### src/rtl/core/arqst_pkg.sv
`default_nettype none

package arqst_pkg;

  // Operation codes carried in the func field.
  localparam logic [1:0] FUNC_PUT = 2'd0;
  localparam logic [1:0] FUNC_ACK = 2'd1;
  localparam logic [1:0] FUNC_RTX = 2'd2;

  // Result status codes.
  localparam logic [2:0] ST_STORED = 3'd0;
  localparam logic [2:0] ST_KEPT   = 3'd1;
  localparam logic [2:0] ST_FREED  = 3'd2;
  localparam logic [2:0] ST_MISS   = 3'd3;
  localparam logic [2:0] ST_FULL   = 3'd4;

  localparam int unsigned SEQ_W   = 8;
  localparam int unsigned MAP_DEP = 256;

  typedef struct packed {
    logic [1:0]  func;
    logic [7:0]  seq_num;
    logic [10:0] payload_length;
    logic [7:0]  chunk_count;
  } in_t;

  typedef struct packed {
    logic [2:0]  status;
    logic [4:0]  slot_index;
    logic [10:0] out_length;
    logic        resend;
    logic        drop_link;
    logic [5:0]  pending_count;
  } out_t;

  // Commands from the controller to the datapath.
  typedef struct packed {
    logic load;     // input transfer: capture item, read the sequence map
    logic slot_rd;  // read the slot record that the map points at
    logic commit;   // update the table and load the result register
  } cmd_t;

endpackage

`default_nettype wire

### src/rtl/core/arqst_ctrl.sv
`default_nettype none

module arqst_ctrl (
  input  wire logic            clk,
  input  wire logic            rst_n,
  input  wire logic            in_valid,
  output logic                 in_ready,
  input  wire logic            out_ready,
  output logic                 out_valid,
  output arqst_pkg::cmd_t      cmd
);

  localparam logic [1:0] S_IDLE = 2'd0;
  localparam logic [1:0] S_SLOT = 2'd1;
  localparam logic [1:0] S_EXEC = 2'd2;

  logic [1:0] state_r, state_nxt;
  logic       out_valid_r, out_valid_nxt;

  assign in_ready  = (state_r == S_IDLE);
  assign out_valid = out_valid_r;

  always_comb begin
    cmd.load    = in_valid && (state_r == S_IDLE);
    cmd.slot_rd = (state_r == S_SLOT);
    // The result register must be empty, or emptying now, before a commit.
    cmd.commit  = (state_r == S_EXEC) && (!out_valid_r || out_ready);
  end

  always_comb begin
    state_nxt = state_r;
    case (state_r)
      S_IDLE: begin
        if (cmd.load) state_nxt = S_SLOT;
      end
      S_SLOT: begin
        state_nxt = S_EXEC;
      end
      S_EXEC: begin
        if (cmd.commit) state_nxt = S_IDLE;
      end
      default: begin
        state_nxt = S_IDLE;
      end
    endcase
  end

  always_comb begin
    out_valid_nxt = out_valid_r;
    if (cmd.commit) begin
      out_valid_nxt = 1'b1;
    end else if (out_ready) begin
      out_valid_nxt = 1'b0;
    end
  end

  always_ff @(posedge clk) begin
    if (!rst_n) begin
      state_r     <= S_IDLE;
      out_valid_r <= 1'b0;
    end else begin
      state_r     <= state_nxt;
      out_valid_r <= out_valid_nxt;
    end
  end

`ifndef NO_ASSERTIONS
  a_load_to_slot: assert property (@(posedge clk) disable iff (!rst_n)
    cmd.load |=> (state_r == S_SLOT))
    else $error("accepted item did not move on to the slot read");

  a_commit_fills_out: assert property (@(posedge clk) disable iff (!rst_n)
    cmd.commit |=> (out_valid_r && state_r == S_IDLE))
    else $error("commit did not present a result and return to idle");

  a_stall_holds: assert property (@(posedge clk) disable iff (!rst_n)
    (state_r == S_EXEC && !cmd.commit) |=> (state_r == S_EXEC && out_valid_r))
    else $error("blocked commit left the execute state");
`endif

endmodule

`default_nettype wire

### src/rtl/core/arqst_dp.sv
`default_nettype none

module arqst_dp #(
  parameter int unsigned SLOTS   = 32,
  parameter int unsigned MAX_LEN = 1024
) (
  input  wire logic             clk,
  input  wire logic             rst_n,
  input  wire arqst_pkg::cmd_t  cmd,
  input  wire arqst_pkg::in_t   in_data,
  output arqst_pkg::out_t       out_data
);

  localparam int unsigned IDX_W = $clog2(SLOTS);
  localparam int unsigned CNT_W = $clog2(SLOTS + 1);
  localparam int unsigned SQ_W  = arqst_pkg::SEQ_W;

  // Captured item.
  arqst_pkg::in_t in_r;

  // Sequence map: index memory plus one valid flop per entry.
  logic [IDX_W-1:0] map_mem [arqst_pkg::MAP_DEP];
  logic [arqst_pkg::MAP_DEP-1:0] map_vld_r;
  logic [IDX_W-1:0] map_idx_r;
  logic             map_hit_r;

  // Slot records.
  logic [SQ_W-1:0]  seq_mem [SLOTS];
  logic [10:0]      len_mem [SLOTS];
  logic [7:0]       chk_mem [SLOTS];
  logic [SQ_W-1:0]  seq_rd_r;
  logic [10:0]      len_rd_r;
  logic [7:0]       chk_rd_r;

  logic [SLOTS-1:0] slot_vld_r, slot_vld_nxt;
  logic [CNT_W-1:0] cnt_r, cnt_nxt;

  arqst_pkg::out_t out_r, res;

  // Execute-stage signals.
  logic             hit;
  logic [SLOTS-1:0] free_vec;
  logic             found;
  logic [IDX_W-1:0] free_idx;
  logic [7:0]       chk_dec;
  logic [10:0]      len_sat;
  logic             map_we, map_wvld;
  logic [IDX_W-1:0] map_widx;
  logic             slot_we;
  logic [IDX_W-1:0] slot_widx;
  logic [SQ_W-1:0]  slot_wseq;
  logic [10:0]      slot_wlen;
  logic [7:0]       slot_wchk;

  assign out_data = out_r;

  always_ff @(posedge clk) begin
    if (cmd.load) begin
      in_r      <= in_data;
      map_idx_r <= map_mem[in_data.seq_num];
      map_hit_r <= map_vld_r[in_data.seq_num];
    end
  end

  always_ff @(posedge clk) begin
    if (cmd.slot_rd) begin
      seq_rd_r <= seq_mem[map_idx_r];
      len_rd_r <= len_mem[map_idx_r];
      chk_rd_r <= chk_mem[map_idx_r];
    end
  end

  // A map entry only counts if it points at a live slot holding this key.
  assign hit = map_hit_r && slot_vld_r[map_idx_r] && (seq_rd_r == in_r.seq_num);

  always_comb begin
    free_vec = ~slot_vld_r;
    if (in_r.func == arqst_pkg::FUNC_PUT && hit) free_vec[map_idx_r] = 1'b1;
  end

  always_comb begin
    found    = 1'b0;
    free_idx = '0;
    for (int i = SLOTS - 1; i >= 0; i--) begin
      if (free_vec[i]) begin
        found    = 1'b1;
        free_idx = IDX_W'(i);
      end
    end
  end

  assign chk_dec = (chk_rd_r != 8'd0) ? (chk_rd_r - 8'd1) : 8'd0;
  assign len_sat = (32'(in_r.payload_length) > 32'(MAX_LEN)) ? 11'(MAX_LEN)
                                                              : in_r.payload_length;

  always_comb begin
    slot_vld_nxt = slot_vld_r;
    cnt_nxt      = cnt_r;
    map_we       = 1'b0;
    map_wvld     = 1'b0;
    map_widx     = free_idx;
    slot_we      = 1'b0;
    slot_widx    = free_idx;
    slot_wseq    = in_r.seq_num;
    slot_wlen    = len_sat;
    slot_wchk    = in_r.chunk_count;
    res          = '0;
    res.status   = arqst_pkg::ST_MISS;

    case (in_r.func)
      arqst_pkg::FUNC_PUT: begin
        if (hit) begin
          slot_vld_nxt[map_idx_r] = 1'b0;
          map_we                  = 1'b1;
        end
        if (found) begin
          slot_vld_nxt[free_idx] = 1'b1;
          slot_we                = 1'b1;
          map_we                 = 1'b1;
          map_wvld               = 1'b1;
          res.status             = arqst_pkg::ST_STORED;
          res.slot_index         = 5'(free_idx);
        end else begin
          res.status = arqst_pkg::ST_FULL;
        end
        cnt_nxt = cnt_r - CNT_W'(hit) + CNT_W'(found);
      end
      arqst_pkg::FUNC_ACK: begin
        if (hit) begin
          res.slot_index = 5'(map_idx_r);
          if (chk_dec == 8'd0) begin
            slot_vld_nxt[map_idx_r] = 1'b0;
            map_we                  = 1'b1;
            cnt_nxt                 = cnt_r - CNT_W'(1);
            res.status              = arqst_pkg::ST_FREED;
          end else begin
            // Rewrite the record with only the chunk count changed.
            slot_we    = 1'b1;
            slot_widx  = map_idx_r;
            slot_wseq  = seq_rd_r;
            slot_wlen  = len_rd_r;
            slot_wchk  = chk_dec;
            res.status = arqst_pkg::ST_KEPT;
          end
        end
      end
      arqst_pkg::FUNC_RTX: begin
        if (hit) begin
          slot_vld_nxt[map_idx_r] = 1'b0;
          map_we                  = 1'b1;
          cnt_nxt                 = cnt_r - CNT_W'(1);
          res.status              = arqst_pkg::ST_FREED;
          res.slot_index          = 5'(map_idx_r);
          res.out_length          = len_rd_r;
          res.resend              = (len_rd_r != 11'd0);
        end else begin
          res.drop_link = 1'b1;
        end
      end
      default: begin
        res.status = arqst_pkg::ST_MISS;
      end
    endcase

    res.pending_count = 6'(cnt_nxt);
  end

  always_ff @(posedge clk) begin
    if (cmd.commit && map_we) begin
      map_mem[in_r.seq_num] <= map_widx;
    end
    if (cmd.commit && slot_we) begin
      seq_mem[slot_widx] <= slot_wseq;
      len_mem[slot_widx] <= slot_wlen;
      chk_mem[slot_widx] <= slot_wchk;
    end
    if (cmd.commit) begin
      out_r <= res;
    end
  end

  always_ff @(posedge clk) begin
    if (!rst_n) begin
      map_vld_r  <= '0;
      slot_vld_r <= '0;
      cnt_r      <= '0;
    end else if (cmd.commit) begin
      if (map_we) map_vld_r[in_r.seq_num] <= map_wvld;
      slot_vld_r <= slot_vld_nxt;
      cnt_r      <= cnt_nxt;
    end
  end

`ifndef NO_ASSERTIONS
  a_count_matches: assert property (@(posedge clk) disable iff (!rst_n)
    cnt_r == CNT_W'($countones(slot_vld_r)))
    else $error("occupancy count disagrees with the slot valid bits");

  a_full_only_when_full: assert property (@(posedge clk) disable iff (!rst_n)
    (cmd.commit && in_r.func == arqst_pkg::FUNC_PUT && !found) |-> (cnt_r == CNT_W'(SLOTS)))
    else $error("table reported full with a slot free");

  a_commit_one_write: assert property (@(posedge clk) disable iff (!rst_n)
    (cmd.commit && slot_we) |-> slot_vld_nxt[slot_widx])
    else $error("slot record written into a slot left free");
`endif

endmodule

`default_nettype wire

### src/rtl/core/arq_retransmit_slot_table.sv
// Channel  Ports                            Carries
// -------  -------------------------------  --------------------------------------
// input    in_valid, in_ready, in_data      one put, ack or retransmit request
// result   out_valid, out_ready, out_data   status, slot, length and occupancy
//
// The sequence map is read at the input transfer edge, the slot record in the
// slot-read state, and the table is updated and the result loaded when the
// execute state commits; a new item is taken only once the last has committed.
// Reset clears the map and slot valid bits and the occupancy count at once.
// A waiting result does not block the next transfer in; the update stage
// holds only while the result register is still full and not being taken.
`default_nettype none

module arq_retransmit_slot_table #(
  parameter int unsigned SLOTS   = 32,
  parameter int unsigned MAX_LEN = 1024
) (
  input  wire logic             clk,
  input  wire logic             rst_n,
  input  wire logic             in_valid,
  output logic                  in_ready,
  input  wire arqst_pkg::in_t   in_data,
  output logic                  out_valid,
  input  wire logic             out_ready,
  output arqst_pkg::out_t       out_data
);

  arqst_pkg::cmd_t cmd;

  arqst_ctrl u_ctrl (
    .clk       (clk),
    .rst_n     (rst_n),
    .in_valid  (in_valid),
    .in_ready  (in_ready),
    .out_ready (out_ready),
    .out_valid (out_valid),
    .cmd       (cmd)
  );

  arqst_dp #(
    .SLOTS   (SLOTS),
    .MAX_LEN (MAX_LEN)
  ) u_dp (
    .clk      (clk),
    .rst_n    (rst_n),
    .cmd      (cmd),
    .in_data  (in_data),
    .out_data (out_data)
  );

endmodule

`default_nettype wire
### config.mk
export PLATFORM = sky130hd
export DESIGN_NAME = arq_retransmit_slot_table
export DESIGN_NICKNAME = d
export VERILOG_FILES = /design/src/rtl/core/arqst_pkg.sv /design/src/rtl/core/arqst_ctrl.sv /design/src/rtl/core/arqst_dp.sv /design/src/rtl/core/arq_retransmit_slot_table.sv
export SDC_FILE = /design/constraint.sdc
export NUM_CORES = 2
export LEC_CHECK = 0
export BUFFER_PORTS_ARGS = -buffer_cell sky130_fd_sc_hd__buf_2
export CORE_MARGIN = 1
export CORE_UTILIZATION = 33
export CTS_CLUSTER_SIZE = 16
export DETAILED_ROUTE_END_ITERATION = 6
export PLACE_DENSITY_LB_ADDON = 0.15
export SLEW_MARGIN = 0
export SYNTH_ARGS = -nofsm -noshare
export SYNTH_HDL_FRONTEND = slang
export SYNTH_SLANG_ARGS = --single-unit
export TNS_END_PERCENT = 1
### constraint.sdc
create_clock -name clk -period 21.7 [get_ports clk]
set_input_delay 3.255 -clock clk [delete_from_list [all_inputs] [get_ports clk]]
set_output_delay 3.255 -clock clk [all_outputs]
set_load 0.005 [all_outputs]
# Yosys cells after proc, flatten, opt, wreduce, memory -nomap -nowiden

Memory sizes are Yosys's and may differ from the RTL's. A register that Yosys moved wholly into a read port is not among the register bits.
Cells that the tools add are included.

Bits in registers: 354
Word-level logic and storage cells: 196
RAM bits: 2144
Memories: 4
Output and inout port bits: 29
Bits in read-only memories: 0
Latch bits: 0
Input port bits: 33

Memory list:

| name         | words | bits a word | rd ports | clocked after Yosys merged registers in | wr ports | line           | source |
|---|---|---|---|---|---|---|---|
| u_dp.map_mem | 256   | 5           | 1        | 1                                       | 1        | arqst_dp.sv:22 | `logic [IDX_W-1:0] map_mem [arqst_pkg::MAP_DEP];` |
| u_dp.len_mem | 32    | 11          | 1        | 1                                       | 1        | arqst_dp.sv:29 | `logic [10:0] len_mem [SLOTS];` |
| u_dp.chk_mem | 32    | 8           | 1        | 1                                       | 1        | arqst_dp.sv:30 | `logic [7:0] chk_mem [SLOTS];` |
| u_dp.seq_mem | 32    | 8           | 1        | 1                                       | 1        | arqst_dp.sv:28 | `logic [SQ_W-1:0] seq_mem [SLOTS];` |

Shifts and indexed selects: 0
Bitwise operators: 5
Add/subtract/negate cells: 4
Divide/modulo/power cells: 0
Multiply operators: 0
$lt $le $gt $ge: 8
Reduce and logical (&&, ||, !) cells: 23
Muxes and demuxes: 127
Eq/ne operators: 9

Operator list:

| operator               | count |
|---|---|
| $bwmux W256            | 1 |
| $mux W32               | 6 |
| $mux W5                | 36 |
| $pmux W32 S3           | 1 |
| $not A32 Y32           | 2 |
| $or A32 B32 Y32        | 2 |
| $mux W8                | 7 |
| $mux W1                | 52 |
| $mux W11               | 4 |
| $and A32 B32 Y32       | 1 |
| $lt A8 B9 Y1 const B   | 2 |
| $mux W18               | 1 |
| $mux W6                | 3 |
| $pmux W6 S3            | 1 |
| $pmux W5 S3            | 1 |
| $lt A5 B6 Y1 const B   | 2 |
| $gt A11 B11 Y1 const B | 1 |
| $reduce_bool A11 Y1    | 1 |
| $demux W1 S5           | 2 |
| $ge A5 B1 Y1 const B   | 2 |
| $logic_and A1 B1 Y1    | 10 |
| $pmux W3 S3            | 1 |
| $bmux W1 S8            | 1 |
| $demux W1 S8           | 1 |
| other kinds (25)       | 35 |

# Depth between registers and ports, before layout

Depth after elaboration: 45
Depth in mapped cells: 22
Mapped depth without buffers: 18

# Hierarchy

From an unflattened synthesis, not the netlist that was laid out.

Cells, all modules: 5712
Area, all modules: 102344.4 um2

By module, submodules not included:

| module     | seq. area each (um2) | instances | cells each | area each (um2) |
|---|---|---|---|---|
| arqst_dp   | 72940.0              | 1         | 5698       | 102198.0 |
| arqst_ctrl | 60.1                 | 1         | 14         | 146.4 |

# Worst setup path before layout

No wires, ideal clock.

Kind: reg-to-reg
Start: reg u_dp.map_idx_r[0] (read register of u_dp.map_mem)
End: mem u_dp.chk_mem[30][0] (enable)
Data arrival time: 14.667 ns
Path buffers: 3
Required time: 21.289 ns
Stages on the path, launching flop included: 15
Setup slack: 6.622 ns
Setup time: 0.411 ns
Period minus slack after synthesis: 15.078 ns
Cells stage by stage: edfxtp_1 buf_2 mux4_2 and4_1 a21oi_1 and4_1 buf_2 buf_6 nor3_1 a211oi_1 nand3_1 a21oi_1 nand2b_1 or2_1 nor2_1

Elaborated cells on any way between the ends: 85
Those cells by class: order compare (2); mux (77); bitwise (1); reduce/logical (5)

RTL lines:

| element                                                                 | line                           | source |
|---|---|---|
| from (decl)                                                             | arqst_dp.sv:24                 | `logic [IDX_W-1:0] map_idx_r;` |
| $lt A5 B6 Y1 (not written as such), or another cell as far along        | arqst_dp.sv:78                 | `if (in_r.func == arqst_pkg::FUNC_PUT && hit) free_vec[map_idx_r] = 1'b1;` |
| $logic_and A1 B1 Y1 (not written as such) or $mux W1 (tied branches)    | arqst_dp.sv:78, arqst_dp.sv:74 |  |
| $mux W1 (not written as such) or $logic_and A1 B1 Y1 (tied branches)    | arqst_dp.sv:78, arqst_dp.sv:74 |  |
| $demux W1 S5 or $logic_and A1 B1 Y1 (tied branches)                     | n/a                            |  |
| $or A32 B32 Y32 (no source line) or $logic_and A1 B1 Y1 (tied branches) | n/a                            |  |
| $mux W32 (*)                                                            | arqst_dp.sv:78                 |  |
| $mux W5 (31 in a row)                                                   | arqst_dp.sv:85                 | `if (free_vec[i]) begin` |
| $mux W5 (*)                                                             | arqst_dp.sv:85                 |  |
| via u_dp.free_idx[4]                                                    | arqst_dp.sv:44                 | `logic [IDX_W-1:0] free_idx;` |
| $mux W5                                                                 | arqst_dp.sv:131                | `if (chk_dec == 8'd0) begin` |
| $mux W5                                                                 | arqst_dp.sv:129                | `if (hit) begin` |
| $mux W5 (*)                                                             | arqst_dp.sv:110                | `case (in_r.func)` |
| to (decl)                                                               | arqst_dp.sv:30                 |  |

Mark *: on every way through the listed nets, which the timed path passes. The rest lies on a longest branch. The select of a mux whose other input is x is not followed.

==> impl_metrics.csv <==
group,metric,value,unit
outcome,status,"finished clean",
worst_setup_path,reg2reg_depth,14,
worst_setup_path,cp.arrival,8.13,ns
layout,drive_gt1_share,24.6,%
pwr,total_power,10.8,mW
clock_network,cts_setup_buffers,0,
floorplan,die-area,310000,µm²
floorplan,std_cell_rows,203,
drt,wl,289000,µm
hold_path,min_from,"u_dp.map_vld_r[203]$_SDFFE_PN0P_",
yosys,synth_compound_area_share,3.79,%
floorplan,core,306000,µm²
yosys,synth_top_family_by_area,"multiplexers",
yosys,synth_edf_count,2233,
layout,fillers,27900,
yosys,async_flop_share,0,%
floorplan,io-pin-count,62,
yosys,ys_types,81,
layout,final_nets,5704,
clock_network,clock_sinks,2530,
clock_network,cts_tree,"built",
timing,rsz0062_at_grt,"no",
floorplan,dieHeight,557,µm
layout,mostFrequentLayoutCell,"edfxtp_1",
drt,drc,0,
yosys,synth-main-ff-cell,"edfxtp_1",
clock_network,cts_buffers,287,
run,max_cap_violations,0,
timing,final_hold_viol_count,0,
yosys,yosys_register_bits,2530,
clock_network,clk_pin_slew,0.06,ns
yosys,yosys.area.top_type,"edfxtp_1",
yosys,seq_area_frac_synth,71.9,%
timing,max_freq,0.133,GHz
worst_setup_path,r2r-end,"u_dp.map_vld_r[222]$_SDFFE_PN0P_",
yosys,syn_area,101000,µm²
drt,first_iter_violations,5192,
hold_path,min_path_cells,2,
layout,syn2layout_area_growth,14.7,%
yosys,synth-adder-area-share,0.229,%
clock_network,post_cts_resized,0,
yosys,post-synth-top-area-fraction,66.1,%
yosys,yosys-top-cells-area,"edfxtp_1 66%, mux4_2 16%, dfxtp_1 5.9%",
worst_setup_path,regToRegSetupSlack,14.37,ns
yosys,synth_xor_area_share,0.147,%
placement,place_congestion,0.835,
global_routing,grt_pass1_vias,54700,
worst_setup_path,critPathLaunchType,"primary input",
layout,utilization,38.1,%
worst_setup_path,critPathMaxFanout,76,
yosys,synth.area.mux_share,18.1,%
timing,fin_setup_tns,0,ns
clock_network,root_buffer,"clkbuf_16",
yosys,syn_inst,5529,
pwr,cellLeakagePower,35.5,nW
timing,slew_headroom,16.6,%
timing,maxSlewViolCount,0,
layout,most-common-layout-cells,"2233 x edfxtp_1, 736 x mux4_2, 446 x nor2_1, 323 x nand2_1, 297 x dfxtp_1",
floorplan,start_util,33.2,%
global_routing,grt_max_degree,161,
global_routing,grt_pass1_wl,413000,µm
worst_setup_path,r2r_start,"u_dp.map_idx_r[3]$_DFFE_PP_",
yosys,synth_area_per_cell,18.4,µm²
pwr,vdd_drop_max,0.0000706,V
timing,min_period_over_period,34.5,%
timing,finalSetupViolations,0,
clock_network,cts.path.max_buffers,4,
hold_path,hold_path.class,"reg -> reg",
clock_network,cts-htree-levels,5,
global_routing,antenna_found_initial,9,
yosys,yosys_warnings,0,
worst_setup_path,cp-end-kind,"flip-flop",
floorplan,die_w,557,µm
hold_path,hold_end,"u_dp.map_vld_r[203]$_SDFFE_PN0P_",
placement,port_buffers,61,
pwr,pwr_density_cell,92.5,nW/µm²
yosys,synth_simple_gate_area_share,4.28,%
drt,dr.pass1.iters,6,
drt,vias_per_cell,5.37,
timing,min_period,7.49,ns
global_routing,grt_usage,18.5,%
drt,post_drt_wl_per_cell,28.9,µm
timing,max_slew.worst_pin.slew,1.25,ns
timing,finClkSkew,0.0827,ns
drt,dr_total_vias,53600,
clock_network,hold_buffers,0,
clock_network,clock_latency,0.91,ns
worst_setup_path,cp.required,22.33,ns
worst_setup_path,path_class,"in -> reg",
global_routing,grt_overflow,0,
drt,ant_nets,0,
yosys,syn_nets,5580,
placement,place_hpwl,165000,µm
## power by group
group	leakage (nW)	switching [mW]	internal (mW)	total (mW)
logic	8.09	0.373	0.241	0.614
clock network	4.54	2.00	2.87	4.86
registers	22.9	0.0132	5.28	5.29
total	35.5	2.38	8.38	10.8
## critical path: stages
cell and delay, ns:
buf_8 0.44, buf_4 0.74, buf_4 0.78, buf_4 0.67, mux4_2 0.42, mux4_2 0.58, mux4_2 0.56, mux4_2 0.48
## cell usage after synthesis (all sizes together), types with 9 or more instances
master,number
a21oi,219
and3,14
nand3,50
nor3,32
edfxtp,2233
nand2,323
mux4,736
nand2b,25
inv,31
clkbuf,230
ha,17
a22oi,67
nor2b,10
xnor2,15
mux2i,170
nor2,490
o21ai,199
dfxtp,297
or2,9
a31oi,9
nand4,26
o221ai,9
nand3b,17
o22ai,11
a211oi,15
buf,136
o31ai,11
a221oi,17
## worst max-delay path by stage
stage / startpoint / to / slack (ns) / cells past startpoint
after floorplan: u_dp.map_idx_r[0]$_DFFE_PP_ / u_dp.chk_mem[30][0]$_DFFE_PP_ / 6.62 / 14
after global placement: in_data[20] / u_dp.map_idx_r[4]$_DFFE_PP_ / 13.19 / 8
after detailed placement: in_data[20] / u_dp.map_idx_r[0]$_DFFE_PP_ / 13.11 / 8
after CTS: in_data[20] / u_dp.map_idx_r[0]$_DFFE_PP_ / 14.11 / 8
after global routing: in_data[19] / u_dp.map_idx_r[3]$_DFFE_PP_ / 14.02 / 7
final: in_data[20] / u_dp.map_idx_r[0]$_DFFE_PP_ / 14.21 / 8
## sequential cells by signal, indices dropped and copies added, names as in the netlist, 6 cells and up
register	cells
u_dp.map_mem	1280
u_dp.len_mem	352
u_dp.chk_mem	256
u_dp.map_vld_r	256
u_dp.seq_mem	256
u_dp.slot_vld_r	32
u_dp.in_r	29
u_dp.out_data	27
u_dp.len_rd_r	11
u_dp.chk_rd_r	8
u_dp.seq_rd_r	8
u_dp.cnt_r	6
## cell families (layout without fill, tap and decap cells)
kind of cell,after synthesis,in the layout
AO/OA/AOI/OAI,628,628
XOR/XNOR,17,17
adder cells (fa/ha/maj),18,18
buffers and inverters,400,750
flip-flops,2530,2530
multiplexers,910,910
other,0,4
AND/OR/NAND/NOR,1026,1026
## routing by layer
metal,up-vias,global-route usage [%],wire (µm)
met1,28900,26.0,129000
met3,422,2.21,13300
li1,22700,-,-
met4,6,4.68,6740
met5,-,0,36
met2,1569,30.3,140000
## layout make-up
class                   instances  area (µm²)  share of cell area, %
diodes                          4        10.0                0.00860
well taps                    4100        5130                   4.41
repair buffers                201        1450                   1.25
flip-flops and latches       2530       73000                   62.7
clock inverters               141        1520                   1.31
clock buffers                 374        7800                   6.70
multi-input cells            2599       27300                   23.5
inverters                      34         151                  0.130
## per-stage QoR
stage | hold WS (ns) | setup WS [ns] | cells | instance area (µm²)
floorplan | 0.451 | 6.62 | 5529 | 101000
global placement | 0.459 | 13.19 | 9464 | 107000
detailed placement | 0.467 | 13.11 | 9464 | 107000
CTS | 0.474 | 14.11 | 9979 | 116000
global route | 0.491 | 14.02 | 9981 | 116000
finish | 0.474 | 14.21 | 9983 | 116000
Power figures use the tool's default switching activity.
